**src/sv/esfp_pkg.sv**
```systemverilog
package esfp_pkg;

  // Field geometry
  localparam int FIELD_CHARS = 16;
  localparam int MAX_FIELDS  = 15;

  localparam int CHAR_CNT_W  = $clog2(FIELD_CHARS);
  localparam int FIELD_NUM_W = $clog2(MAX_FIELDS + 1);

  // Fields that carry numbers
  localparam int SEV_FIELD  = 2;
  localparam int CODE_FIELD = 3;

  // Characters with a meaning of their own
  localparam logic [7:0] CH_COMMA   = 8'h2C;
  localparam logic [7:0] CH_NEWLINE = 8'h0A;
  localparam logic [7:0] CH_STAR    = 8'h2A;
  localparam logic [7:0] CH_PLUS    = 8'h2B;
  localparam logic [7:0] CH_MINUS   = 8'h2D;
  localparam logic [7:0] CH_ZERO    = 8'h30;
  localparam logic [7:0] CH_X_LOWER = 8'h78;
  localparam logic [7:0] CH_X_UPPER = 8'h58;
  localparam logic [7:0] CH_SPACE   = 8'h20;
  localparam logic [7:0] CH_TAB     = 8'h09;
  localparam logic [7:0] CH_VTAB    = 8'h0B;
  localparam logic [7:0] CH_FFEED   = 8'h0C;
  localparam logic [7:0] CH_CR      = 8'h0D;

  typedef struct packed {
    logic [7:0] char_in;
    logic       end_of_sentence;
  } esfp_word_t;

  typedef struct packed {
    logic [7:0]  severity;
    logic [15:0] error_code;
    logic        severity_present;
    logic        code_present;
  } esfp_result_t;

endpackage

```
**src/sv/esfp_if.sv**
```systemverilog
interface esfp_in_if;
  logic       valid;
  logic       ready;
  logic [7:0] char_in;
  logic       end_of_sentence;

  modport source (output valid, output char_in, output end_of_sentence, input ready);
  modport sink   (input valid, input char_in, input end_of_sentence, output ready);
endinterface

interface esfp_out_if;
  logic        valid;
  logic        ready;
  logic [7:0]  severity;
  logic [15:0] error_code;
  logic        severity_present;
  logic        code_present;

  modport source (output valid, output severity, output error_code,
                  output severity_present, output code_present, input ready);
  modport sink   (input valid, input severity, input error_code,
                  input severity_present, input code_present, output ready);
endinterface

```
**src/sv/esfp_char_stage.sv**
```systemverilog
module esfp_char_stage
  import esfp_pkg::*;
(
  input  logic        clk,
  input  logic        rst_n,
  esfp_in_if.sink     in_chan,
  input  logic        advance,
  output logic        word_valid,
  output esfp_word_t  word
);

  logic       valid_r;
  logic       valid_nxt;
  esfp_word_t word_r;
  logic       take;

  assign in_chan.ready = !valid_r || advance;
  assign take          = in_chan.valid && in_chan.ready;

  always_comb begin
    valid_nxt = valid_r;
    if (take) begin
      valid_nxt = 1'b1;
    end else if (advance) begin
      valid_nxt = 1'b0;
    end
  end

  always_ff @(posedge clk) begin
    if (!rst_n) begin
      valid_r <= 1'b0;
    end else begin
      valid_r <= valid_nxt;
    end
  end

  always_ff @(posedge clk) begin
    if (take) begin
      word_r.char_in         <= in_chan.char_in;
      word_r.end_of_sentence <= in_chan.end_of_sentence;
    end
  end

  assign word_valid = valid_r;
  assign word       = word_r;

endmodule

```
**src/sv/esfp_field_parser.sv**
```systemverilog
module esfp_field_parser
  import esfp_pkg::*;
(
  input  logic         clk,
  input  logic         rst_n,
  input  logic         advance,
  input  esfp_word_t   word,
  output esfp_result_t result
);

  typedef enum logic [2:0] {
    PH_BLANKS,
    PH_SIGN,
    PH_ZERO,
    PH_PREFIX,
    PH_DIGITS,
    PH_STOP
  } phase_t;

  logic [FIELD_NUM_W-1:0] field_r, field_nxt;
  logic [CHAR_CNT_W-1:0]  chars_r, chars_nxt;
  phase_t                 phase_r, phase_nxt;
  logic                   neg_r, neg_nxt;
  logic [15:0]            run_r, run_nxt;
  logic [7:0]             sev_r, sev_nxt;
  logic                   sev_pres_r, sev_pres_nxt;
  logic [15:0]            code_r, code_nxt;
  logic                   code_pres_r, code_pres_nxt;

  logic [7:0]  c;
  logic        is_delim;
  logic        is_blank;
  logic        is_sev;
  logic        is_code;
  logic        hex;
  logic [4:0]  dig;
  logic        dig_ok;
  logic [15:0] acc;
  logic [15:0] signed_val;
  logic        first_sig;

  // Digit value in the given base, 16 when not a digit
  function automatic logic [4:0] digit_of(input logic [7:0] ch, input logic hex_base);
    logic [4:0] d;
    d = 5'd16;
    if (ch inside {[8'h30:8'h39]}) begin
      d = 5'(ch - 8'h30);
    end else if (hex_base && (ch inside {[8'h61:8'h66]})) begin
      d = 5'(ch - 8'h61 + 8'd10);
    end else if (hex_base && (ch inside {[8'h41:8'h46]})) begin
      d = 5'(ch - 8'h41 + 8'd10);
    end
    return d;
  endfunction

  assign c        = word.char_in;
  assign is_delim = (c == CH_COMMA) || (c == CH_NEWLINE) || (c == CH_STAR);
  assign is_blank = c inside {CH_SPACE, CH_TAB, CH_VTAB, CH_FFEED, CH_CR};
  assign is_sev   = (field_r == FIELD_NUM_W'(SEV_FIELD));
  assign is_code  = (field_r == FIELD_NUM_W'(CODE_FIELD));
  assign hex      = is_code;
  assign dig      = digit_of(c, hex);
  assign dig_ok   = !dig[4];

  // Shift-add: x16 or x10 plus the digit, wrapped to 16 bits
  assign acc = hex ? {run_r[11:0], dig[3:0]}
                   : ({run_r[12:0], 3'b000} + {run_r[14:0], 1'b0} + {12'd0, dig[3:0]});
  assign signed_val = neg_r ? (16'd0 - run_r) : run_r;

  always_comb begin
    field_nxt     = field_r;
    chars_nxt     = chars_r;
    phase_nxt     = phase_r;
    neg_nxt       = neg_r;
    run_nxt       = run_r;
    sev_nxt       = sev_r;
    sev_pres_nxt  = sev_pres_r;
    code_nxt      = code_r;
    code_pres_nxt = code_pres_r;
    first_sig     = 1'b0;

    if (is_delim) begin
      if (is_sev) begin
        sev_nxt      = signed_val[7:0];
        sev_pres_nxt = 1'b1;
      end else if (is_code) begin
        code_nxt      = signed_val;
        code_pres_nxt = 1'b1;
      end
      if (field_r < FIELD_NUM_W'(MAX_FIELDS)) begin
        field_nxt = field_r + FIELD_NUM_W'(1);
      end
      chars_nxt = '0;
      phase_nxt = PH_BLANKS;
      neg_nxt   = 1'b0;
      run_nxt   = '0;
    end else if (chars_r < CHAR_CNT_W'(FIELD_CHARS - 1)) begin
      chars_nxt = chars_r + CHAR_CNT_W'(1);
      if (is_sev || is_code) begin
        case (phase_r)
          PH_BLANKS: begin
            if (is_blank) begin
              phase_nxt = PH_BLANKS;
            end else if ((c == CH_PLUS) || (c == CH_MINUS)) begin
              neg_nxt   = (c == CH_MINUS);
              phase_nxt = PH_SIGN;
            end else begin
              first_sig = 1'b1;
            end
          end
          PH_SIGN: begin
            first_sig = 1'b1;
          end
          PH_ZERO: begin
            if ((c == CH_X_LOWER) || (c == CH_X_UPPER)) begin
              phase_nxt = PH_PREFIX;
            end else if (dig_ok) begin
              run_nxt   = acc;
              phase_nxt = PH_DIGITS;
            end else begin
              phase_nxt = PH_STOP;
            end
          end
          PH_PREFIX, PH_DIGITS: begin
            if (dig_ok) begin
              run_nxt   = acc;
              phase_nxt = PH_DIGITS;
            end else begin
              phase_nxt = PH_STOP;
            end
          end
          default: begin
            phase_nxt = phase_r;
          end
        endcase

        if (first_sig) begin
          if (hex && (c == CH_ZERO)) begin
            phase_nxt = PH_ZERO;
          end else if (dig_ok) begin
            run_nxt   = acc;
            phase_nxt = PH_DIGITS;
          end else begin
            phase_nxt = PH_STOP;
          end
        end
      end
    end
  end

  // Result reflects this word's effect before the sentence state clears
  assign result.severity         = sev_nxt;
  assign result.error_code       = code_nxt;
  assign result.severity_present = sev_pres_nxt;
  assign result.code_present     = code_pres_nxt;

  always_ff @(posedge clk) begin
    if (!rst_n || (advance && word.end_of_sentence)) begin
      field_r     <= '0;
      chars_r     <= '0;
      phase_r     <= PH_BLANKS;
      neg_r       <= 1'b0;
      run_r       <= '0;
      sev_r       <= '0;
      sev_pres_r  <= 1'b0;
      code_r      <= '0;
      code_pres_r <= 1'b0;
    end else if (advance) begin
      field_r     <= field_nxt;
      chars_r     <= chars_nxt;
      phase_r     <= phase_nxt;
      neg_r       <= neg_nxt;
      run_r       <= run_nxt;
      sev_r       <= sev_nxt;
      sev_pres_r  <= sev_pres_nxt;
      code_r      <= code_nxt;
      code_pres_r <= code_pres_nxt;
    end
  end

endmodule

```
**src/sv/esfp_out_reg.sv**
```systemverilog
module esfp_out_reg
  import esfp_pkg::*;
(
  input  logic         clk,
  input  logic         rst_n,
  input  logic         load,
  input  esfp_result_t result,
  output logic         free,
  esfp_out_if.source   out_chan
);

  logic         valid_r;
  logic         valid_nxt;
  esfp_result_t res_r;

  assign free = !valid_r || out_chan.ready;

  always_comb begin
    valid_nxt = valid_r;
    if (load) begin
      valid_nxt = 1'b1;
    end else if (out_chan.ready) begin
      valid_nxt = 1'b0;
    end
  end

  always_ff @(posedge clk) begin
    if (!rst_n) begin
      valid_r <= 1'b0;
    end else begin
      valid_r <= valid_nxt;
    end
  end

  always_ff @(posedge clk) begin
    if (load) begin
      res_r <= result;
    end
  end

  assign out_chan.valid            = valid_r;
  assign out_chan.severity         = res_r.severity;
  assign out_chan.error_code       = res_r.error_code;
  assign out_chan.severity_present = res_r.severity_present;
  assign out_chan.code_present     = res_r.code_present;

endmodule

```
**src/sv/error_sentence_field_parser_unit.sv**
```systemverilog
// Channel   Dir  Handshake          Word
// in_chan   in   valid/ready        char_in[7:0], end_of_sentence
// out_chan  out  valid/ready        severity[7:0], error_code[15:0],
//                                   severity_present, code_present
//
// One character a cycle while no last character waits for the result register:
// a word is held in the input register, then the field parser updates its state
// and, on the last character, loads the result register, which presents it.
// Reset (rst_n low, synchronous) empties both registers and clears the parser.
// A stalled result holds the last character of the next sentence in the input
// register and stalls the input; characters ahead of it keep flowing.
module error_sentence_field_parser_unit
  import esfp_pkg::*;
(
  input  logic        clk,
  input  logic        rst_n,
  esfp_in_if.sink     in_chan,
  esfp_out_if.source  out_chan
);

  logic         word_valid;
  esfp_word_t   word;
  logic         advance;
  logic         out_free;
  esfp_result_t result;

  // Hold a last character until the result register has room
  assign advance = word_valid && (!word.end_of_sentence || out_free);

  esfp_char_stage u_char_stage (
    .clk        (clk),
    .rst_n      (rst_n),
    .in_chan    (in_chan),
    .advance    (advance),
    .word_valid (word_valid),
    .word       (word)
  );

  esfp_field_parser u_field_parser (
    .clk     (clk),
    .rst_n   (rst_n),
    .advance (advance),
    .word    (word),
    .result  (result)
  );

  esfp_out_reg u_out_reg (
    .clk      (clk),
    .rst_n    (rst_n),
    .load     (advance && word.end_of_sentence),
    .result   (result),
    .free     (out_free),
    .out_chan (out_chan)
  );

endmodule

```
**src/flat_wrapper.sv**
```systemverilog
// flat-port wrapper written by rule: the top's interface ports become plain ports
module error_sentence_field_parser_unit_flat import esfp_pkg::*;
  (clk, rst_n, in_chan_valid, in_chan_char_in, in_chan_end_of_sentence, in_chan_ready, out_chan_valid, out_chan_severity, out_chan_error_code, out_chan_severity_present, out_chan_code_present, out_chan_ready);
  esfp_in_if in_chan_i ();
  esfp_out_if out_chan_i ();
  input  logic clk;
  input  logic rst_n;
  input wire logic [$bits(in_chan_i.valid)-1:0] in_chan_valid;
  input wire logic [$bits(in_chan_i.char_in)-1:0] in_chan_char_in;
  input wire logic [$bits(in_chan_i.end_of_sentence)-1:0] in_chan_end_of_sentence;
  output wire logic [$bits(in_chan_i.ready)-1:0] in_chan_ready;
  output wire logic [$bits(out_chan_i.valid)-1:0] out_chan_valid;
  output wire logic [$bits(out_chan_i.severity)-1:0] out_chan_severity;
  output wire logic [$bits(out_chan_i.error_code)-1:0] out_chan_error_code;
  output wire logic [$bits(out_chan_i.severity_present)-1:0] out_chan_severity_present;
  output wire logic [$bits(out_chan_i.code_present)-1:0] out_chan_code_present;
  input wire logic [$bits(out_chan_i.ready)-1:0] out_chan_ready;
  assign in_chan_i.valid = in_chan_valid;
  assign in_chan_i.char_in = in_chan_char_in;
  assign in_chan_i.end_of_sentence = in_chan_end_of_sentence;
  assign in_chan_ready = in_chan_i.ready;
  assign out_chan_valid = out_chan_i.valid;
  assign out_chan_severity = out_chan_i.severity;
  assign out_chan_error_code = out_chan_i.error_code;
  assign out_chan_severity_present = out_chan_i.severity_present;
  assign out_chan_code_present = out_chan_i.code_present;
  assign out_chan_i.ready = out_chan_ready;
  error_sentence_field_parser_unit u_core (.clk(clk), .rst_n(rst_n), .in_chan(in_chan_i), .out_chan(out_chan_i));
endmodule
```
**config.mk**
```make
export PLATFORM = sky130hd
export DESIGN_NAME = error_sentence_field_parser_unit_flat
export DESIGN_NICKNAME = d
export VERILOG_FILES = /design/src/sv/esfp_pkg.sv /design/src/sv/esfp_if.sv /design/src/sv/esfp_char_stage.sv /design/src/sv/esfp_field_parser.sv /design/src/sv/esfp_out_reg.sv /design/src/sv/error_sentence_field_parser_unit.sv /design/src/flat_wrapper.sv
export SDC_FILE = /design/constraint.sdc
export NUM_CORES = 1
export LEC_CHECK = 0
export ABC_AREA = 1
export BUFFER_PORTS_ARGS = -buffer_cell sky130_fd_sc_hd__buf_2
export CAP_MARGIN = 15
export CORE_MARGIN = 1.5
export CORE_UTILIZATION = 48
export DETAILED_ROUTE_END_ITERATION = 8
export HOLD_SLACK_MARGIN = 0.02
export PLACE_DENSITY = 0.64
export REMOVE_ABC_BUFFERS = 1
export SKIP_CTS_REPAIR_TIMING = 1
export SLEW_MARGIN = 20
export SYNTH_ARGS = -nofsm -noshare
export SYNTH_HDL_FRONTEND = slang
export SYNTH_HIERARCHICAL = 1
export SYNTH_SLANG_ARGS = --single-unit
```
**constraint.sdc**
```tcl
create_clock -name clk -period 4.47 [get_ports clk]
set_clock_uncertainty 0.1 [all_clocks]
set_input_delay 0.6705 -clock clk [delete_from_list [all_inputs] [get_ports clk]]
set_output_delay 0.6705 -clock clk [all_outputs]
set_load 0.01 [all_outputs]
```
==> results of run 1 <==
[placed cells by master (no fill, tap or decap), types with 4 or more instances in the layout]
| cell type | instances |
|---|---|
| o21ai_2 | 4 |
| clkbuf_16 | 9 |
| nor2_4 | 5 |
| dfxtp_1 | 56 |
| nand4_1 | 9 |
| xor2_1 | 15 |
| nor3_1 | 9 |
| ha_1 | 34 |
| nor2_1 | 57 |
| nand3_1 | 60 |
| a21oi_1 | 71 |
| inv_2 | 13 |
| xnor2_1 | 4 |
| nand2_2 | 12 |
| buf_2 | 40 |
| nand2_1 | 225 |
| o21ai_1 | 11 |
| nand2_4 | 4 |
| o21ai_0 | 32 |
| a21oi_2 | 5 |
| edfxtp_1 | 35 |
| inv_1 | 82 |
| a211oi_1 | 4 |
[through the flow]
step / hold WS, ns / utilization [%] / total power, mW
CTS: 0.3652 / 53.76 / 1.760
global placement: 0.3475 / 51.26 / 0.9992
detailed placement: 0.3551 / 51.26 / 1.002
finish: 0.3578 / 53.76 / 1.744
floorplan: 0.3345 / - / 0.9682
global route: 0.3865 / 53.76 / 1.794
[cell families (layout without fill, tap and decap cells)]
kind of cell,Yosys count,after routing,synth area share (%)
compound gates,136,136,12.83
xor+xnor,19,19,2.833
fa+ha+maj,36,36,7.925
buf+inv,119,156,8.714
flops,91,91,36.98
simple gates,395,395,30.72
[state kept, by name, summed over array words and instances, names as in the netlist, 3 cells and up]
register,count
u_core/u_field_parser/code_r,16
u_core/u_field_parser/field_r,4
u_core/u_field_parser/chars_r,4
u_core/u_out_reg/out_chan.error_code,16
u_core/u_out_reg/out_chan.severity,8
u_core/u_field_parser/run_r,16
u_core/u_char_stage/word,9
u_core/u_field_parser/sev_r,8
u_core/u_field_parser/phase_r,3
[layer usage]
metal,vias up,share of wire [%],track usage (%)
met5,-,0,0
met4,0,1.6,6.583
met3,21,4.2,3.826
met2,123,49,36.35
met1,2449,46,27.89
li1,2677,-,-
[area by class of cell]
class	count	share of cell area, %
repair buffers	42	3.347
flip-flops and latches	91	33.78
well taps	147	2.860
clock buffers	9	3.503
multi-input cells	586	49.60
clock inverters	7	1.148
inverters	98	5.760
[critical path: stages, from the launching register on]
cell and delay (ns):
edfxtp_1 0.42, inv_1 0.16, ha_1 0.26, nand3_2 0.11
inv_2 0.07, nand2_2 0.04, nand3_2 0.11, nand2_4 0.08
inv_1 0.07, a21oi_1 0.06, fa_1 0.52, inv_1 0.06
fa_1 0.45, o21ai_0 0.45, a21boi_0 0.26, o21ai_0 0.20
nand2_1 0.07, nand3_1 0.08, nand3_1 0.07, a21oi_1 0.14
[final timing paths]
path                                  start                         endpoint  slack [ns]  depth (start not counted)
max             u_core/u_char_stage/word[1]  u_core/u_field_parser/run_r[12]        0.60                         19
min          u_core/u_field_parser/sev_r[5]   u_core/u_field_parser/sev_r[5]        0.36                          2
max reg2reg     u_core/u_char_stage/word[1]  u_core/u_field_parser/run_r[12]        0.60                         19
min reg2reg  u_core/u_field_parser/sev_r[5]   u_core/u_field_parser/sev_r[5]        0.36                          2
[power breakdown]
group | total [mW] | internal (mW) | switching [mW]
logic | 0.0987 | 0.0299 | 0.0688
clock network | 0.759 | 0.436 | 0.323
registers | 0.886 | 0.876 | 0.00946
total | 1.74 | 1.34 | 0.402
[cell usage after synthesis, drive strengths merged, types with 3 or more instances]
| master | count |
|---|---|
| a211oi | 4 |
| nand2 | 241 |
| a21oi | 77 |
| o211ai | 3 |
| nand4 | 10 |
| buf | 14 |
| nand3 | 66 |
| nor2 | 63 |
| dfxtp | 56 |
| clkbuf | 7 |
| nor3 | 11 |
| inv | 96 |
| xnor2 | 4 |
| ha | 34 |
| xor2 | 15 |
| o21ai | 47 |
| edfxtp | 35 |
==> impl_metrics.env, run 1 <==
export IMPL_ioPinCount=41
export IMPL_clock_fmax_mhz=258.5
export IMPL_netlist_area_um2=5873
export IMPL_dieArea_um2=12910
export IMPL_rsz0062_at_grt="false"
export IMPL_grt_pass1_vias=4818
export IMPL_multiInputGateArea_um2=3189
export IMPL_postPlaceCellArea_um2=6131
export IMPL_dp_slack_ns=0.6797
export IMPL_irDropWorstVdd_v=0.0002950
export IMPL_overflow=0
export IMPL_status="finished, final reports clean"
export IMPL_antenna_left=0
export IMPL_drt_iter0_drc=413
export IMPL_drive_gt1_share_pct=13.69
export IMPL_vias_per_cell=5.378
export IMPL_report_final_setup_viol=0
export IMPL_yosysTopAreaCell="dfxtp_1"
export IMPL_syn_to_final_growth_pct=9.480
export IMPL_path_class="flip-flop to flip-flop"
export IMPL_ys_flop_type="dfxtp_1"
export IMPL_critical_path_required_ns=4.64
export IMPL_max_slew_worst_pin_slew_ns=1.038
export IMPL_yosysWarningCount=6
export IMPL_maxCapViolations=0
export IMPL_routed_wl_mm=13.52
export IMPL_final_max_slew_viol_count=0
export IMPL_root_buffer="clkbuf_16"
export IMPL_synth_top_area_share_pct=19.09
export IMPL_cts_sinks=91
export IMPL_wl_per_cell_um=13.79
export IMPL_synth_edf_count=35
export IMPL_grt_max_degree=36
export IMPL_slew_headroom_pct=30.72
export IMPL_final_cell_area_um2=6430
export IMPL_nets=877
export IMPL_worstPathArrival_ns=4.04
export IMPL_fin_ws_ns=0.6020
export IMPL_netlist_top_cells_area="dfxtp_1 19%, edfxtp_1 18%, nand2_1 14%"
export IMPL_chipHeight_um=113.6
export IMPL_finalCritPeriodShare_pct=86.53
export IMPL_fin_setup_tns_ns=0
export IMPL_antenna_cells=0
export IMPL_hpwlAfterDp_mm=10.00
export IMPL_start_util_pct=49.10
export IMPL_clk_transition_reported_paths_ns=0.06
export IMPL_power_leakage_nw=2.905
export IMPL_drt_drc_violations_left=0
export IMPL_antenna_found_initial=0
export IMPL_p_per_area_nw_per_um2=271.2
export IMPL_min_period_ns=3.868
export IMPL_synth_seq_area_share_pct=36.98
export IMPL_htreeDepth=3
export IMPL_num_rows=40
export IMPL_worstPathMaxFanout=5
export IMPL_start_kind="flip-flop"
export IMPL_synth_cell_types=44
export IMPL_seqCellArea_um2=2172
export IMPL_clk_latency_ns=0.34
export IMPL_grt_pass1_wl_mm=22.45
export IMPL_ys_seq_elements=91
export IMPL_async_reset_ff_share_pct=0
export IMPL_synth_area_per_cell_um2=7.378
export IMPL_gp_congestion=0.8857
export IMPL_cts_max_path_buffers=2
export IMPL_portBuffers=40
export IMPL_placedCellCount=964
export IMPL_cts_tree="yes"
export IMPL_fin_cells=980
export IMPL_end_kind="flip-flop"
export IMPL_min_path_type="flip-flop to flip-flop"
export IMPL_dieWidth_um=113.6
export IMPL_synthCells=796
export IMPL_first_pass_iters=5
export IMPL_nFillCells=1136
export IMPL_via_count=5270
export IMPL_coreArea_um2=11960
export IMPL_numCtsBuffers=9
export IMPL_finalHoldViolCount=0
export IMPL_grt_use_total_pct=21.43
Power figures use the tool's default switching activity.
==> inputs of run 2 (changes only) <==
- ABC_AREA: 1 -> default
==> run 2 against run 1 <==
Against the previous run: core utilization rose by 0.77 points; synthesized area is 12% lower; first-iteration DRC count fell by 39%; worst hold slack improved by 0.011 ns; register-to-register slack lost 0.14 ns; critical endpoint is now u_core/u_field_parser/run_r[13]; largest power group unchanged.
==> impl_metrics.env, run 2 <==
export IMPL_top_layer="met4"
export IMPL_yosysTopAreaCell="dfxtp_1"
export IMPL_root_buffer="clkbuf_8"
export IMPL_crit_end="u_core/u_field_parser/run_r[13]"
export IMPL_drive_gt1_share_pct=12.87
export IMPL_vias_per_cell=5.561
export IMPL_clk_transition_reported_paths_ns=0.10
export IMPL_internal_power_mw=1.235
export IMPL_wl_met3_um=355
export IMPL_numCtsBuffers=9
export IMPL_syn_to_final_growth_pct=9.791
export IMPL_final_cell_area_um2=5654
export IMPL_finalHoldViolCount=0
export IMPL_p_per_area_nw_per_um2=281.6
export IMPL_fin_setup_tns_ns=0
export IMPL_placedCellCount=726
export IMPL_synth_top_area_share_pct=21.77
export IMPL_synth_edf_count=35
export IMPL_netlist_area_um2=5150
export IMPL_hpwlAfterDp_mm=7.897
export IMPL_dieArea_um2=11360
export IMPL_nets=650
export IMPL_rrSetupSlack_ns=0.46
export IMPL_start_util_pct=49.66
export IMPL_worstPathArrival_ns=4.14
export IMPL_power_leakage_nw=2.228
export IMPL_switching_power_mw=0.3568
export IMPL_pwr_share_comb_pct=4.8
export IMPL_reg2reg_from="u_core/u_char_stage/word[1]"
export IMPL_chipHeight_um=106.6
export IMPL_switching_share_pct=22.41
export IMPL_grt_use_total_pct=20.12
export IMPL_rr_endpoint="u_core/u_field_parser/run_r[13]"
export IMPL_finalCritPeriodShare_pct=89.74
export IMPL_worstPathMaxFanout=8
export IMPL_crit_start="u_core/u_char_stage/word[1]"
export IMPL_gp_congestion=0.8429
export IMPL_num_rows=37
export IMPL_irDropWorstVdd_v=0.0001411
export IMPL_final_max_slew_viol_count=0
export IMPL_clock_fmax_mhz=249.3
export IMPL_yosysWarningCount=6
export IMPL_clkPwrFrac_pct=39.6
export IMPL_rsz0062_at_grt="false"
export IMPL_ioPinCount=41
export IMPL_ys_flop_type="dfxtp_1"
export IMPL_clk_latency_ns=0.36
export IMPL_async_reset_ff_share_pct=0
export IMPL_synth_seq_area_share_pct=42.18
export IMPL_max_slew_worst_pin_slew_ns=0.9385
export IMPL_nFillCells=966
export IMPL_postPlaceCellArea_um2=5428
export IMPL_p_seq_share_pct=55.6
export IMPL_synthCells=571
export IMPL_routed_wl_met2_mm=4.956
export IMPL_dieWidth_um=106.6
export IMPL_maxCapViolations=0
export IMPL_netlist_top_cells_area="dfxtp_1 22%, edfxtp_1 20%, ha_1 8.3%"
export IMPL_critical_path_required_ns=4.60
export IMPL_overflow=0
export IMPL_cts_tree="yes"
export IMPL_r2r_cells=13
export IMPL_fin_cells=742
export IMPL_via_count=4126
export IMPL_report_final_setup_viol=0
export IMPL_grt_pass1_vias=3787
export IMPL_drt_iter0_drc=252
export IMPL_status="finished, final reports clean"
export IMPL_synthTopCellsByCount="67 x nand2_1, 67 x nor2_1, 56 x dfxtp_1, 56 x o21ai_0, 39 x a21oi_1"
export IMPL_min_period_ns=4.011
export IMPL_start_kind="flip-flop"
export IMPL_min_path_type="flip-flop to flip-flop"
export IMPL_slew_headroom_pct=37.28
export IMPL_cts_max_path_buffers=2
export IMPL_cts_sinks=91
export IMPL_end_kind="flip-flop"
export IMPL_htreeDepth=3
export IMPL_wirelength_met1_mm=5.321
export IMPL_first_pass_iters=4
export IMPL_antenna_cells=0
export IMPL_synth_area_per_cell_um2=9.019
export IMPL_antenna_found_initial=0
export IMPL_most_common_layout_cells="67 x nor2_1, 67 x nand2_1, 56 x dfxtp_1, 56 x o21ai_0, 40 x buf_2"
export IMPL_drt_drc_violations_left=0
export IMPL_grt_max_degree=35
export IMPL_antenna_left=0
export IMPL_ys_seq_elements=91
export IMPL_coreArea_um2=10370
export IMPL_grt_pass1_wl_mm=18.27
export IMPL_portBuffers=40
export IMPL_path_class="flip-flop to flip-flop"
export IMPL_synth_cell_types=67
export IMPL_wl_per_cell_um=14.53
export IMPL_routed_wl_mm=10.78
==> run 2: cell types whose count changed in the layout (fill, tap and decap cells not counted), moves of 13 or more <==
cell	delta
nand2_1	-158
inv_2	-13
inv_1	-66
o21ai_0	+24
a21oi_1	-32
nand3_1	-47
==> run 2: logic make-up (layout without fill, tap and decap cells) <==
group / count (synthesis) / in the layout / share of synthesized area [%]
buffers and inverters: 40 / 75 / 3.401
AO/OA/AOI/OAI: 170 / 170 / 20.94
adder cells (fa/ha/maj): 36 / 36 / 9.038
XOR/XNOR: 25 / 25 / 4.252
flip-flops: 91 / 91 / 42.18
multiplexers: 6 / 6 / 1.190
AND/OR/NAND/NOR: 203 / 203 / 19.00
==> run 2: layout make-up <==
class	count	area (µm²)	share of cell area (%)
flip-flops and latches	91	2172	38.42
clock buffers	11	141.4	2.501
multi-input cells	440	2803	49.57
well taps	136	170.2	3.010
repair buffers	43	222.7	3.939
clock inverters	5	85.08	1.505
inverters	16	60.06	1.062
==> run 2: power groups by stage <==
stage	Combinational (mW)	Sequential (mW)	Clock [mW]
finish	0.0760	0.885	0.631
global route	0.0845	0.888	0.677
CTS	0.0770	0.885	0.645
detailed placement	0.0766	0.905	0
global placement	0.0753	0.904	0
floorplan	0.0433	0.907	0
==> run 2: worst min path at each step <==
| stage | start | to | slack, ns | depth (start not counted) |
|---|---|---|---|---|
| 3_3_place_gp | u_core/u_field_parser/sev_pres_r | u_core/u_field_parser/sev_pres_r | 0.34 | 2 |
| 6_report | u_core/u_field_parser/code_pres_r | u_core/u_field_parser/code_pres_r | 0.37 | 2 |
| 3_5_place_dp | u_core/u_field_parser/sev_pres_r | u_core/u_field_parser/sev_pres_r | 0.35 | 2 |
| 2_1_floorplan | u_core/u_field_parser/code_pres_r | u_core/u_field_parser/code_pres_r | 0.33 | 2 |
| 4_1_cts | in_chan_char_in[0] | u_core/u_char_stage/word[1] | 0.36 | 1 |
| 5_1_grt | in_chan_char_in[7] | u_core/u_char_stage/word[8] | 0.37 | 1 |
==> run 2: stage by stage <==
stage	total power, mW	util [%]	worst slack (ns)	hold WS, ns
3_3_place_gp	0.9796	52.34	0.6693	0.3439
3_5_place_dp	0.9813	52.34	0.5473	0.3550
6_report	1.592	54.52	0.4585	0.3690
4_1_cts	1.608	54.52	0.5229	0.3597
2_1_floorplan	0.9502	-	0.4477	0.3313
5_1_grt	1.650	54.52	0.1448	0.3654
==> run 2: critical path, stage by stage (launching register included) <==
cell      delay [ns]
edfxtp_1        0.48
inv_1           0.12
ha_1            0.31
o21bai_1        0.11
a21oi_1         0.42
a21o_1          0.22
fa_1            0.45
ha_1            0.33
a211oi_1        0.33
o21bai_1        0.13
a21oi_1         0.23
o21ai_0         0.15
o311ai_0        0.38
a21oi_1         0.11
==> run 2: per-layer routing <==
metal / GRT usage (%) / up-vias
li1: - / 2114
met1: 28.30 / 1928
met3: 2.371 / 11
met4: 7.048 / 0
met2: 32.05 / 73
met5: 0 / -
==> inputs of run 3 (changes only) <==
- CORE_ASPECT_RATIO: default -> 0.9
- RECOVER_POWER: default -> 50
==> run 3 against run 2 <==
Against the previous run: sequential cell count did not move; maximum frequency increased by 0.22%; worst setup slack improved by 0.0088 ns; die area hardly changed; clock power grew 26%; first-iteration DRC count shrank 15%; combinational power decreased by 6.7%; core utilization increased by 0.37 points; sequential share of layout area shrank 0.13 points.
==> impl_metrics.env, run 3 (same netlist as run 2, synthesis figures left out) <==
export IMPL_grt_pass1_vias=3720
export IMPL_finalCritPeriodShare_pct=89.55
export IMPL_drive_gt1_share_pct=7.426
export IMPL_root_buffer="clkbuf_16"
export IMPL_holdPathStages=2
export IMPL_reg2reg_from="u_core/u_char_stage/word[1]"
export IMPL_crit_start="u_core/u_char_stage/word[1]"
export IMPL_gp_congestion=0.8702
export IMPL_first_pass_iters=7
export IMPL_overflow=0
export IMPL_start_kind="flip-flop"
export IMPL_max_slew_worst_pin_slew_ns=1.360
export IMPL_antenna_cells=0
export IMPL_report_final_setup_viol=0
export IMPL_post_route_util_pct=54.89
export IMPL_grt_use_total_pct=19.46
export IMPL_path_common_cell="ha_1"
export IMPL_path_class="flip-flop to flip-flop"
export IMPL_num_rows=35
export IMPL_cts_max_path_buffers=2
export IMPL_htreeDepth=3
export IMPL_critPathTopFamily="compound AO/OA/AOI/OAI gates"
export IMPL_final_max_slew_viol_count=0
export IMPL_irDropWorstVdd_v=0.0001418
export IMPL_cp_slowest_stage_delay_ns=0.47
export IMPL_nets=650
export IMPL_clk_latency_ns=0.35
export IMPL_fin_setup_tns_ns=0
export IMPL_drt_drc_violations_left=0
export IMPL_rsz0062_at_grt="false"
export IMPL_grt_pass1_wl_mm=17.83
export IMPL_vias_per_cell=5.610
export IMPL_r2r_cells=17
export IMPL_numCtsBuffers=9
export IMPL_worstPathMaxFanout=8
export IMPL_worstPathArrival_ns=4.15
export IMPL_fin_ws_ns=0.4673
export IMPL_critical_path_required_ns=4.61
export IMPL_clk_transition_reported_paths_ns=0.07
export IMPL_final_cell_area_um2=5673
export IMPL_finalHoldViolCount=0
export IMPL_antenna_left=0
export IMPL_routed_wl_mm=10.80
export IMPL_rr_endpoint="u_core/u_field_parser/run_r[14]"
export IMPL_worst_path_stages=17
export IMPL_chipHeight_um=101.3
export IMPL_crit_end="u_core/u_field_parser/run_r[14]"
export IMPL_maxCapViolations=0
export IMPL_start_util_pct=49.83
export IMPL_min_period_ns=4.003
export IMPL_power_leakage_nw=2.172
export IMPL_dieArea_um2=11360
export IMPL_coreArea_um2=10330
export IMPL_whs_ns=0.3717
export IMPL_antenna_found_initial=0
export IMPL_critPathSlowestCell="edfxtp_1"
export IMPL_wl_per_cell_um=14.69
export IMPL_end_kind="flip-flop"
export IMPL_crit_chain="inv_1 -> ha_1 -> o21bai_1 -> a21oi_1 -> o21ai_0 -> nand2_1 -> ha_1 -> ha_1 -> inv_1 -> fa_1 -> nor2b_1 -> o31a_1 -> o31a_1 -> a21boi_0 -> xor2_1 -> a21oi_1 -> a22o_1"
export IMPL_dieWidth_um=112.2
export IMPL_most_common_layout_cells="67 x nor2_1, 67 x nand2_1, 56 x dfxtp_1, 56 x o21ai_0, 39 x a21oi_1"
export IMPL_cts_sinks=91
export IMPL_cts_tree="yes"
export IMPL_syn_to_final_growth_pct=10.16
export IMPL_drt_iter0_drc=213
export IMPL_dp_slack_ns=0.5028
export IMPL_slew_headroom_pct=9.303
export IMPL_clock_fmax_mhz=249.8
export IMPL_min_path_type="flip-flop to flip-flop"
export IMPL_portBuffers=40
export IMPL_postPlaceCellArea_um2=5419
export IMPL_via_count=4123
export IMPL_ioPinCount=41
export IMPL_rrSetupSlack_ns=0.47
export IMPL_hpwlAfterDp_mm=7.866
export IMPL_grt_max_degree=35
export IMPL_status="finished, final reports clean"
export IMPL_critPathBufInv=2
export IMPL_p_per_area_nw_per_um2=309.4
run 3: worst min-delay path by stage:
stage	start	slack [ns]	to
floorplan	u_core/u_field_parser/code_pres_r	0.33	u_core/u_field_parser/code_pres_r
global placement	u_core/u_field_parser/code_pres_r	0.34	u_core/u_field_parser/code_pres_r
detailed placement	u_core/u_field_parser/code_pres_r	0.36	u_core/u_field_parser/code_pres_r
CTS	u_core/u_field_parser/code_pres_r	0.38	u_core/u_field_parser/code_pres_r
global route	in_chan_char_in[6]	0.39	u_core/u_char_stage/word[7]
finish	u_core/u_field_parser/code_pres_r	0.37	u_core/u_field_parser/code_pres_r
run 3: worst min-delay path, stage by stage, from the launching register on:
cell and delay [ns]:
dfxtp_1 0.33, nor2_1 0.04, nor2_1 0.07
run 3: power by group:
| part | internal (mW) | switching, mW |
|---|---|---|
| Clock | 0.449 | 0.349 |
| Combinational | 0.0226 | 0.0483 |
| Sequential | 0.875 | 0.0117 |
run 3: area by class of cell:
type | count | area [µm²]
Inverter | 16 | 60.06
Clock buffer | 9 | 225.2
Sequential cell | 91 | 2172
Multi-Input combinational cell | 440 | 2784
Fill cell | 946 | 4662
Timing Repair Buffer | 43 | 180.2
Clock inverter | 7 | 90.09
Tap cell | 129 | 161.4
run 3: stage by stage:
stage | power [mW] | instances
final | 1.755 | 735
after global routing | 1.812 | 735
after global placement | 0.9795 | 719
after detailed placement | 0.9812 | 719
after floorplan | 0.9502 | 547
after CTS | 1.779 | 735
run 3: layer usage:
metal  vias to the layer above  track usage, %  wire length, µm
li1                       2122               -                -
met1                      1874           27.04             5407
met2                       115           30.91             4692
met3                        12           3.291              550
met4                         0           7.011              149
met5                         -               0                0
